<file path="src/sit_pkg.sv">
// sit_pkg: shared types and constants of the sphere impostor texel generator
// no dependencies
`timescale 1ns / 1ps

package sit_pkg;

   localparam int DEFAULT_MAX_SIZE = 1024;
   localparam int COL_W            = 10;
   localparam int SIZE_W           = 11;
   localparam int QUO_W            = 16;
   localparam int LANES            = 4;
   localparam int ROOTS            = 2;
   localparam int REQ_DATA_W       = 24;
   localparam int RSP_DATA_W       = 48;
   localparam logic [SIZE_W-1:0] SIZE_RESET = 11'd64;
   localparam logic [SIZE_W-1:0] SIZE_MIN   = 11'd2;
   localparam logic [7:0] BIAS      = 8'd128;
   localparam logic [7:0] FULL_BYTE = 8'd255;

   // register indexes
   localparam logic CSR_SIZE_IN_USE  = 1'b0;
   localparam logic CSR_CYLINDER     = 1'b1;

   // division lanes
   localparam int LANE_X     = 0;
   localparam int LANE_Y     = 1;
   localparam int LANE_Z     = 2;
   localparam int LANE_DEPTH = 3;

   typedef struct packed {
      logic neg_a;
      logic neg_b;
      logic d_pos;
      logic opaque;
   } sit_flags_type;

endpackage

</file>
<file path="src/sit_sqrt_cell.sv">
// sit_sqrt_cell: one restoring square root step for two radicands
// depends on sit_pkg
`timescale 1ns / 1ps

module sit_sqrt_cell
   import sit_pkg::*;
#(
   parameter int SW  = 10,
   parameter int RW  = 26,
   parameter int BIT = 0
) (
   input  logic                               clock,
   input  logic                               reset,
   input  logic                               en,
   input  logic                               in_valid,
   input  sit_flags_type                      in_flags,
   input  logic [SW-1:0]                      in_s,
   input  logic [ROOTS-1:0][RW-1:0]           in_pass,
   input  logic [ROOTS-1:0][2*RW-1:0]         in_rem,
   input  logic [ROOTS-1:0][RW-1:0]           in_root,
   output logic                               out_valid,
   output sit_flags_type                      out_flags,
   output logic [SW-1:0]                      out_s,
   output logic [ROOTS-1:0][RW-1:0]           out_pass,
   output logic [ROOTS-1:0][2*RW-1:0]         out_rem,
   output logic [ROOTS-1:0][RW-1:0]           out_root
);

   logic                       valid_ff;
   sit_flags_type              flags_ff;
   logic [SW-1:0]              s_ff;
   logic [ROOTS-1:0][RW-1:0]   pass_ff;
   logic [ROOTS-1:0][2*RW-1:0] rem_ff, rem_in;
   logic [ROOTS-1:0][RW-1:0]   root_ff, root_in;
   logic [2*RW:0]              trial;

   always_comb begin
      for (int i = 0; i < ROOTS; i++) begin
         trial = ((2*RW+1)'(in_root[i]) << (BIT + 1)) + ((2*RW+1)'(1) << (2 * BIT));
         if ((2*RW+1)'(in_rem[i]) >= trial) begin
            rem_in[i]  = in_rem[i] - (2*RW)'(trial);
            root_in[i] = in_root[i] | (RW'(1) << BIT);
         end else begin
            rem_in[i]  = in_rem[i];
            root_in[i] = in_root[i];
         end
      end
   end

   always_ff @(posedge clock) begin
      if (reset) begin
         valid_ff <= 1'b0;
      end else if (en) begin
         valid_ff <= in_valid;
      end
   end

   always_ff @(posedge clock) begin
      if (en) begin
         flags_ff <= in_flags;
         s_ff     <= in_s;
         pass_ff  <= in_pass;
         rem_ff   <= rem_in;
         root_ff  <= root_in;
      end
   end

   assign out_valid = valid_ff;
   assign out_flags = flags_ff;
   assign out_s     = s_ff;
   assign out_pass  = pass_ff;
   assign out_rem   = rem_ff;
   assign out_root  = root_ff;

endmodule

</file>
<file path="config.mk">
export PLATFORM = sky130hd
export DESIGN_NAME = sit_sqrt_cell
export DESIGN_NICKNAME = d
export VERILOG_FILES = /design/src/sit_pkg.sv /design/src/sit_sqrt_cell.sv
export SDC_FILE = /design/constraint.sdc
export NUM_CORES = 1
export LEC_CHECK = 0
export ABC_AREA = 1
export BUFFER_PORTS_ARGS = -buffer_cell sky130_fd_sc_hd__buf_2
export CAP_MARGIN = 25
export CORE_AREA = 2 2 176 178
export CTS_CLUSTER_SIZE = 28
export DETAILED_ROUTE_END_ITERATION = 12
export DIE_AREA = 0 0 178 180
export PLACE_DENSITY = 0.88
export SYNTH_ARGS = -nofsm -noshare
export SYNTH_HDL_FRONTEND = slang
export SYNTH_SLANG_ARGS = --single-unit
</file>
<file path="constraint.sdc">
create_clock -name clock -period 2.4 [get_ports clock]
set_input_delay 0 -clock clock [delete_from_list [all_inputs] [get_ports clock]]
set_output_delay 0 -clock clock [all_outputs]
set_load 0.005 [all_outputs]
</file>
==> run metrics <==
Die Wd 178 microns; post-detail-place hpwl 47,940 microns; worst-skew pair later-pin latency 550 ps; Tightest Hold Check Type in -> reg; final setup fails 0; die height 180 microns; P_leak 10.33 nW; mux contribution to synthesized area 0.0006734; CP endpoint kind flip-flop; simple-gate share of the synthesized area 0.3194; CORE AREA 30,190 sq um; largest family of logic cells by synthesized area simple AND/OR/NAND/NOR gates; syn avg cell area 7.477 sq um; 1st-pass router iterations 6; CTS buffer count 25; Final Non-Filler Cells 3,125; IO Count 449; Max transition margin 0.6711; Net Count, Synth 2,270; PD cells 565.2 nW/um^2; Initial Util 0.4924; Post-Syn Instances 1,988; Final nets 2,988; distinct cell type count after synthesis 35; Post-CTS Setup Bufs 0; Reg clk slew, reported paths 60 ps; #FFs+latches synth 223; largest net degree at the start of global routing 69; antenna violations before repair 10; share of cells above drive strength 1 0.2172; critical setup path kind in -> reg; CTS tree done; WL final 65,890 microns; Port Buffers 448; pre-CTS setup slack 97.78 ps; Area Growth Syn to Fin 40.77%; worst slew pin tran 488.2 ps; Post-Syn Area 14,860 sq um; fmax 0.4221 GHz; fin. max-slew vios 0; startpoint types input pin; Post-Synth Adder-Cell Area 0.04815; Die Footprint 32,040 sq um; Max rail drop VDD 522.5 uV; clock buffer depth 3; final hold vios 0; Max Cap Violations 0; CP required 2690 ps; drt first-iter violations 1,997; Seq/Total Area, Yosys 0.4498; crit path DAT 2660 ps; vias in the first global route 16,820; Std-Cell Rows 64; routability cong. 0.9968; Num Clock Sinks 223; status finished clean; global-route wire length before repair 95,780 microns; Worst Path Max Fanout 41; Avg Vias per Cell 5.423; H-tree depth 1; Ys Warns 0; Synth Area in Compound Gates 0.04470; gr usage total 0.3999; post-DR wirelength/cell 21.09 microns; dpl cells 2,850; root buf cell clkbuf_16; Detail Route Antenna Nets 0; DR vias 16,950; Final WS setup 31.06 ps; XOR/XNOR Fraction of Synth Area 0.02534; drt drc 0; Worst Skew 0 ps; grt ovf 0; min cycle time layout 2369 ps; fin crit share 0.9871
## Yosys cell counts
cell | count | area (sq um)
a21boi_0 | 2 | 15.01
a21o_1 | 1 | 7.510
a21oi_1 | 45 | 225.2
a21oi_2 | 11 | 96.34
and2_1 | 2 | 12.51
buf_2 | 4 | 20.02
buf_4 | 1 | 7.510
buf_6 | 11 | 123.9
clkbuf_1 | 1 | 3.750
clkinv_1 | 1 | 3.750
dfxtp_1 | 1 | 20.02
edfxtp_1 | 222 | 6666
fa_1 | 2 | 40.04
ha_1 | 54 | 675.7
inv_1 | 395 | 1483
inv_2 | 6 | 22.52
mux2i_1 | 1 | 10.01
nand2_1 | 715 | 2684
nand2_2 | 17 | 106.4
nand2_4 | 1 | 11.26
nand3_1 | 103 | 515.5
nand3_2 | 3 | 30.03
nand3b_1 | 21 | 157.7
nand4_1 | 49 | 306.5
nor2_1 | 187 | 701.9
nor2_2 | 7 | 43.79
nor2_4 | 6 | 67.56
nor3_1 | 18 | 90.09
nor3_2 | 2 | 20.02
o21a_1 | 1 | 7.510
o21ai_0 | 23 | 115.1
o21ai_1 | 22 | 110.1
o21ai_2 | 10 | 87.58
xnor2_1 | 35 | 306.5
xor2_1 | 8 | 70.07
## registers in the layout (all words and copies together), names as in the netlist
signal,count
out_rem,104
out_valid,1
out_flags,4
out_s,10
out_root,52
out_pass,52
## routing by layer
metal	routed length [microns]	global-route usage	vias up	share of wire
met4	4979	0.2489	10	0.076
met5	69	0	-	0.0010
met1	22160	0.4363	7724	0.34
met3	7386	0.1062	316	0.11
met2	31290	0.6857	1196	0.47
li1	-	-	7700	-
## cell type report
type	count	area, sq um
antenna	4	10.01
clock buffer	30	644.4
clock inverter	16	180.2
fill	2308	9265
inverter	402	1509
multi-input combinational	1346	6556
sequential	223	6686
tap	396	495.5
timing repair buffer	708	4842
## worst paths after layout
check                         startpoint  slack [ps]                endpoint  depth (start not counted)
setup / recovery              in_rem[52]          30   out_rem[53]$_DFFE_PP_                         15
hold / removal               in_pass[42]         170  out_pass[42]$_DFFE_PP_                          2
setup reg to reg  out_valid$_SDFFE_PP0P_        1160  out_valid$_SDFFE_PP0P_                          3
hold reg to reg   out_valid$_SDFFE_PP0P_        1150  out_valid$_SDFFE_PP0P_                          3
## what timing repair did
action | CTS | global route
gates resized for setup | 0 | 11
endpoints found under the setup margin | 0 | 46
hold buffers | 225 | 0
endpoints found under the hold margin | 260 | 0
## cells in the final DEF, fill, tap and decap left out, drive strengths merged
cell	netlist	layout
nand2	733	733
buf	16	483
inv	401	403
dlygate4sd3	0	225
edfxtp	222	222
nor2	200	200
nand3	106	106
a21oi	56	56
o21ai	55	55
ha	54	54
nand4	49	49
xnor2	35	35
clkbuf	1	30
nand3b	21	21
nor3	20	20
clkinv	1	10
xor2	8	8
diode	0	4
bufinv	0	3
a21boi	2	2
and2	2	2
fa	2	2
clkinvlp	0	2
a21o	1	1
o21a	1	1
mux2i	1	1
dfxtp	1	1
## power by group
group	leakage [nW]	internal (mW)	switching [mW]	total, mW
Combinational	7.75	1.18	1.77	2.95
Clock	0.395	2.26	1.68	3.94
Sequential	2.18	4.76	0.176	4.94
Total	10.3	8.20	3.63	11.8
## through the flow
stage	TNS [ps]	power (mW)	instance area [sq um]	hold slack, ps	utilization
2_1_floorplan	0	6.142	14860	72.38	-
3_3_place_gp	0	7.415	17790	158.7	0.5894
3_5_place_dp	0	7.461	17790	167.0	0.5894
4_1_cts	0	11.66	20870	140.5	0.6914
5_1_grt	-29.67	12.21	20920	165.3	0.6930
6_report	0	11.83	20920	168.3	0.6931
## kinds of logic (layout without fill, tap and decap cells)
logic type                 count (synthesis)  in the layout
and+or+nand+nor                         1131           1131
buffers and inverters                    419           1156
DFF                                      223            223
AOI/OAI and AO/OA                        115            115
adders and majority gates                 56             56
xor gates and xnor gates                  43             43
muxes                                      1              1
other                                      0              4
## critical path, cell delays in order
cell and delay (ps):
dlygate4sd3_1 530, buf_2 220, inv_1 100, fa_1 480
inv_1 140, nand3_1 130, nand3_2 170, nand2_1 70
nand3_1 130, nand2_1 80, nand2_2 120, inv_2 80
buf_12 180, nand2_1 110, o21ai_1 100
(Power assumes the default switching activity.)
