[config.mk]
export PLATFORM = sky130hd
export DESIGN_NAME = sit_div_cell
export DESIGN_NICKNAME = d
export VERILOG_FILES = /design/src/sit_pkg.sv /design/src/sit_div_cell.sv
export SDC_FILE = /design/constraint.sdc
export NUM_CORES = 1
export LEC_CHECK = 0
export BUFFER_PORTS_ARGS = -buffer_cell sky130_fd_sc_hd__buf_2
export CAP_MARGIN = 20
export CORE_ASPECT_RATIO = 1.75
export CORE_MARGIN = 2
export CORE_UTILIZATION = 40
export DETAILED_ROUTE_END_ITERATION = 6
export PLACE_DENSITY = 0.68
export SLEW_MARGIN = 20
export SYNTH_ARGS = -nofsm -noshare
export SYNTH_HDL_FRONTEND = slang
export SYNTH_SLANG_ARGS = --single-unit
[constraint.sdc]
create_clock -name clock -period 10.05 [get_ports clock]
set_clock_uncertainty 0.05 [all_clocks]
set_input_delay 1.5075 -clock clock [delete_from_list [all_inputs] [get_ports clock]]
set_output_delay 1.5075 -clock clock [all_outputs]
set_load 0.01 [all_outputs]
[src/sit_pkg.sv]
// sit_pkg: shared types and constants of the sphere impostor texel generator
// no dependencies
`timescale 1ns / 1ps

package sit_pkg;

   localparam int DEFAULT_MAX_SIZE = 1024;
   localparam int COL_W            = 10;
   localparam int SIZE_W           = 11;
   localparam int QUO_W            = 16;
   localparam int LANES            = 4;
   localparam int ROOTS            = 2;
   localparam int REQ_DATA_W       = 24;
   localparam int RSP_DATA_W       = 48;
   localparam logic [SIZE_W-1:0] SIZE_RESET = 11'd64;
   localparam logic [SIZE_W-1:0] SIZE_MIN   = 11'd2;
   localparam logic [7:0] BIAS      = 8'd128;
   localparam logic [7:0] FULL_BYTE = 8'd255;

   // register indexes
   localparam logic CSR_SIZE_IN_USE  = 1'b0;
   localparam logic CSR_CYLINDER     = 1'b1;

   // division lanes
   localparam int LANE_X     = 0;
   localparam int LANE_Y     = 1;
   localparam int LANE_Z     = 2;
   localparam int LANE_DEPTH = 3;

   typedef struct packed {
      logic neg_a;
      logic neg_b;
      logic d_pos;
      logic opaque;
   } sit_flags_type;

endpackage

[src/sit_div_cell.sv]
// sit_div_cell: one restoring division step for four dividends by s
// depends on sit_pkg
`timescale 1ns / 1ps

module sit_div_cell
   import sit_pkg::*;
#(
   parameter int SW  = 10,
   parameter int RW  = 26,
   parameter int BIT = 0
) (
   input  logic                           clock,
   input  logic                           reset,
   input  logic                           en,
   input  logic                           in_valid,
   input  sit_flags_type                  in_flags,
   input  logic [SW-1:0]                  in_s,
   input  logic [LANES-1:0][RW-1:0]       in_rem,
   input  logic [LANES-1:0][QUO_W-1:0]    in_quo,
   output logic                           out_valid,
   output sit_flags_type                  out_flags,
   output logic [SW-1:0]                  out_s,
   output logic [LANES-1:0][RW-1:0]       out_rem,
   output logic [LANES-1:0][QUO_W-1:0]    out_quo
);

   logic                        valid_ff;
   sit_flags_type               flags_ff;
   logic [SW-1:0]               s_ff;
   logic [LANES-1:0][RW-1:0]    rem_ff, rem_in;
   logic [LANES-1:0][QUO_W-1:0] quo_ff, quo_in;
   logic [RW-1:0]               shifted;

   assign shifted = RW'(in_s) << BIT;

   always_comb begin
      for (int i = 0; i < LANES; i++) begin
         if (in_rem[i] >= shifted) begin
            rem_in[i] = in_rem[i] - shifted;
            quo_in[i] = in_quo[i] | (QUO_W'(1) << BIT);
         end else begin
            rem_in[i] = in_rem[i];
            quo_in[i] = in_quo[i];
         end
      end
   end

   always_ff @(posedge clock) begin
      if (reset) begin
         valid_ff <= 1'b0;
      end else if (en) begin
         valid_ff <= in_valid;
      end
   end

   always_ff @(posedge clock) begin
      if (en) begin
         flags_ff <= in_flags;
         s_ff     <= in_s;
         rem_ff   <= rem_in;
         quo_ff   <= quo_in;
      end
   end

   assign out_valid = valid_ff;
   assign out_flags = flags_ff;
   assign out_s     = s_ff;
   assign out_rem   = rem_ff;
   assign out_quo   = quo_ff;

endmodule

==> results by group <==
STA
  • Setup TNS: 0 ns
  • Min setup slack post-route: 5.65 ns
  • Final Cycle Share: 43.7%
  • Hold Fails Final Rpt: 0
  • Post-layout min period: 4.40 ns
  • Least-Margin Pin Slew: 1.03 ns
  • Max Slew Vio Count: 0
  • RSZ-0062 raised after global routing: false
  • Max Fclk: 227 MHz
  • Rel. slew slack: 31.2%
  • Endpoints failing setup: 0

Synth
  • Post-synth cell types: 63
  • Mean area per synthesized cell: 12.7 µm²
  • Mux cell area share after synthesis: 1.93%
  • Yosys Warn Count: 0
  • Syn nets: 954
  • Synth Flop Type: edfxtp_1
  • XOR/XNOR Fraction of Synth Area: 8.47%
  • Flops & latches, synth: 183
  • Adder-cell share of the synthesized area: 6.31%
  • Largest family of logic cells by synthesized area: simple AND/OR/NAND/NOR gates
  • Simple-gate portion of the synthesized area: 12.6%
  • Sequential cell area fraction in the yosys report: 59.6%
  • Synthesized instance count: 724
  • Post-synth EDFFs: 182
  • Synth Area in Compound Gates: 9.22%
  • Post-synth ARST share: 0%
  • Post-Syn Area: 0.00920 mm²

GRT
  • Total GRT Usage: 20.9%
  • Initial antenna violation count: 4
  • Largest net degree at the start of global routing: 118
  • First-pass GRT wire length: 38.0 mm
  • GRT overflow: 0
  • Vias in the first global route: 6,967

Setup path
  • Crit Path Max Fanout: 18
  • CP Capture Type: flop
  • Required @ worst endpoint: 10.18 ns
  • WP data arrival: 4.53 ns
  • FF-to-FF path depth: 2
  • Startpoint Class: primary input
  • Crit Path Category: in -> reg

Routing
  • Total wire length: 25.9 mm
  • DR WL/cell: 18.3 µm
  • Vias: 7,139
  • DRC viols: 0
  • Antenna Violating Nets Remaining: 0
  • DRT iter0 DRCs: 332
  • Via density: 5.05
  • DR pass1 iterations: 4

CTS
  • Clk sinks: 183
  • CTS tree: done
  • Hold-fix buffers, CTS: 0
  • Worst-path clk slew: 0.07 ns
  • Num CTS Buffers: 17
  • CTS Buffer Depth: 2
  • CTS HTree Levels: 4
  • Clock Latency Late Sink: 0.45 ns
  • Post-CTS Setup Inserts: 0
  • Post-CTS sizing: 0
  • CTS Root Cell: clkbuf_16

Power and ir drop
  • Leak pwr: 4.99 nW
  • Peak supply drop: 0.107 mV
  • Pwr/cell area: 165 mW/mm²

Placed design
  • RePlAce Congestion: 0.842
  • Port bufs: 368
  • Post-Place Setup Slack: 5.16 ns
  • HPWL after DPL: 20.6 mm

Floorplanning
  • FP Rows: 73
  • Initial Util: 40.6%
  • Io pins: 369
  • Core box area: 0.0227 mm²
  • Die Ht: 205 µm
  • Die ar.: 0.0243 mm²
  • Die X: 119 µm

Hold path
  • Worst hold path depth: 2
  • Worst hold path class: reg -> reg

Run status
  • Status: completed

Cells and area
  • Layout cells sized above 1: 38.7%
  • P&R area growth vs syn: 29.5%
  • Layout Nets: 1,328

Flow run
  • Max-cap violations: 0
==> where the power goes <==
group / leakage, nW / switching [mW] / internal (mW)
Sequential: 1.79 / 0.0182 / 0.931
Combinational: 2.94 / 0.216 / 0.156
Clock: 0.260 / 0.297 / 0.343
==> final timing paths <==
path / slack, ns / endpoint / start
setup / recovery: 5.65 / out_rem[11] / in_s[0]
hold / removal: 0.45 / out_valid / out_valid
setup reg to reg: 9.41 / out_valid / out_valid
hold reg to reg: 0.45 / out_valid / out_valid
==> cell families (layout without fill, tap and decap cells) <==
group / after synthesis / after routing
AND/OR/NAND/NOR: 219 / 219
flip-flops: 183 / 183
other: 0 / 3
AO/OA/AOI/OAI: 134 / 134
adder cells (fa/ha/maj): 44 / 44
XOR/XNOR: 89 / 89
multiplexers: 16 / 16
buffers and inverters: 39 / 426
==> state kept, by name, indices dropped and copies added (netlist names) <==
name       count
out_quo       64
out_s         10
out_flags      4
out_valid      1
out_rem      104
==> synthesized netlist by cell type, drive strengths merged, types with 4 or more instances <==
cell type,count,share of area [%]
o211ai,4,0.33
nor2b,4,0.30
or4,12,1.1
mux2,14,1.7
edfxtp,182,59
nand4,5,0.34
nor4,20,1.4
or2,10,0.68
or3,16,1.1
o21ai,32,1.7
nor3,19,1.0
xor2,47,4.5
o31ai,5,0.41
buf,6,0.56
nand3,14,0.76
a21oi,42,2.3
fa,4,0.87
o21a,7,0.57
inv,25,1.0
nand2b,9,0.61
clkbuf,8,0.33
xnor2,42,4.0
ha,40,5.4
a211oi,5,0.41
nor2,55,2.2
a21o,15,1.2
nand2,41,1.7
==> worst max-delay path: stages <==
cell	delay (ns)
buf_2	0.20
ha_1	0.21
inv_1	0.07
fa_1	0.41
a21o_1	0.19
a2111oi_0	0.43
o21ai_0	0.20
nor2_1	0.82
or3_1	0.25
a211oi_1	0.07
xor2_1	0.16
==> cell usage in the layout (no fill, tap or decap), types with 3 or more instances in the layout <==
| cell type | instances |
|---|---|
| a2111oi_0 | 3 |
| a211o_1 | 3 |
| a211oi_1 | 5 |
| a21boi_0 | 3 |
| a21o_1 | 15 |
| a21oi_1 | 42 |
| and4_1 | 3 |
| buf_2 | 367 |
| clkbuf_16 | 17 |
| clkinv_4 | 3 |
| clkinvlp_4 | 4 |
| diode_2 | 3 |
| edfxtp_1 | 182 |
| fa_1 | 4 |
| ha_1 | 40 |
| inv_1 | 25 |
| mux2_2 | 13 |
| nand2_1 | 40 |
| nand2b_1 | 9 |
| nand3_1 | 14 |
| nand3b_1 | 3 |
| nand4_1 | 5 |
| nor2_1 | 55 |
| nor2b_1 | 3 |
| nor3_1 | 19 |
| nor4_1 | 19 |
| o211ai_1 | 4 |
| o21a_1 | 7 |
| o21ai_0 | 32 |
| o21bai_1 | 3 |
| o31ai_1 | 5 |
| or2_2 | 9 |
| or3_1 | 14 |
| or4_1 | 9 |
| or4_4 | 3 |
| xnor2_1 | 42 |
| xor2_1 | 47 |
==> metrics by stage <==
stage	utilization (%)	total power [mW]	hold slack (ns)	instance area [µm²]	instances
detailed placement	50.1	1.34	0.445	11400	1379
finish	52.6	1.96	0.455	11900	1414
CTS	52.6	1.98	0.459	11900	1411
global placement	50.1	1.33	0.421	11400	1379
floorplan	-	1.16	0.478	9200	724
global route	52.6	2.04	0.511	11900	1412
==> routing by layer <==
| layer | track usage [%] | routed length [µm] | share of wire (%) | vias to the layer above |
|---|---|---|---|---|
| met1 | 20.5 | 9110 | 35 | 3310 |
| met4 | 9.31 | 853 | 3.3 | 2 |
| li1 | - | - | - | 3490 |
| met2 | 39.9 | 14100 | 55 | 291 |
| met5 | 0 | 8 | 0.031 | - |
| met3 | 6.38 | 1790 | 6.9 | 46 |
==> final cells by class <==
| cell class | instances | area (µm²) |
|---|---|---|
| multi-input cells | 502 | 3540 |
| fillers | 2078 | 10700 |
| flip-flops and latches | 183 | 5490 |
| inverters | 25 | 93.8 |
| well taps | 300 | 375 |
| diodes | 3 | 7.51 |
| clock buffers | 19 | 433 |
| clock inverters | 13 | 124 |
| repair buffers | 369 | 1860 |
No activity file was read; power rests on OpenSTA's default activity.
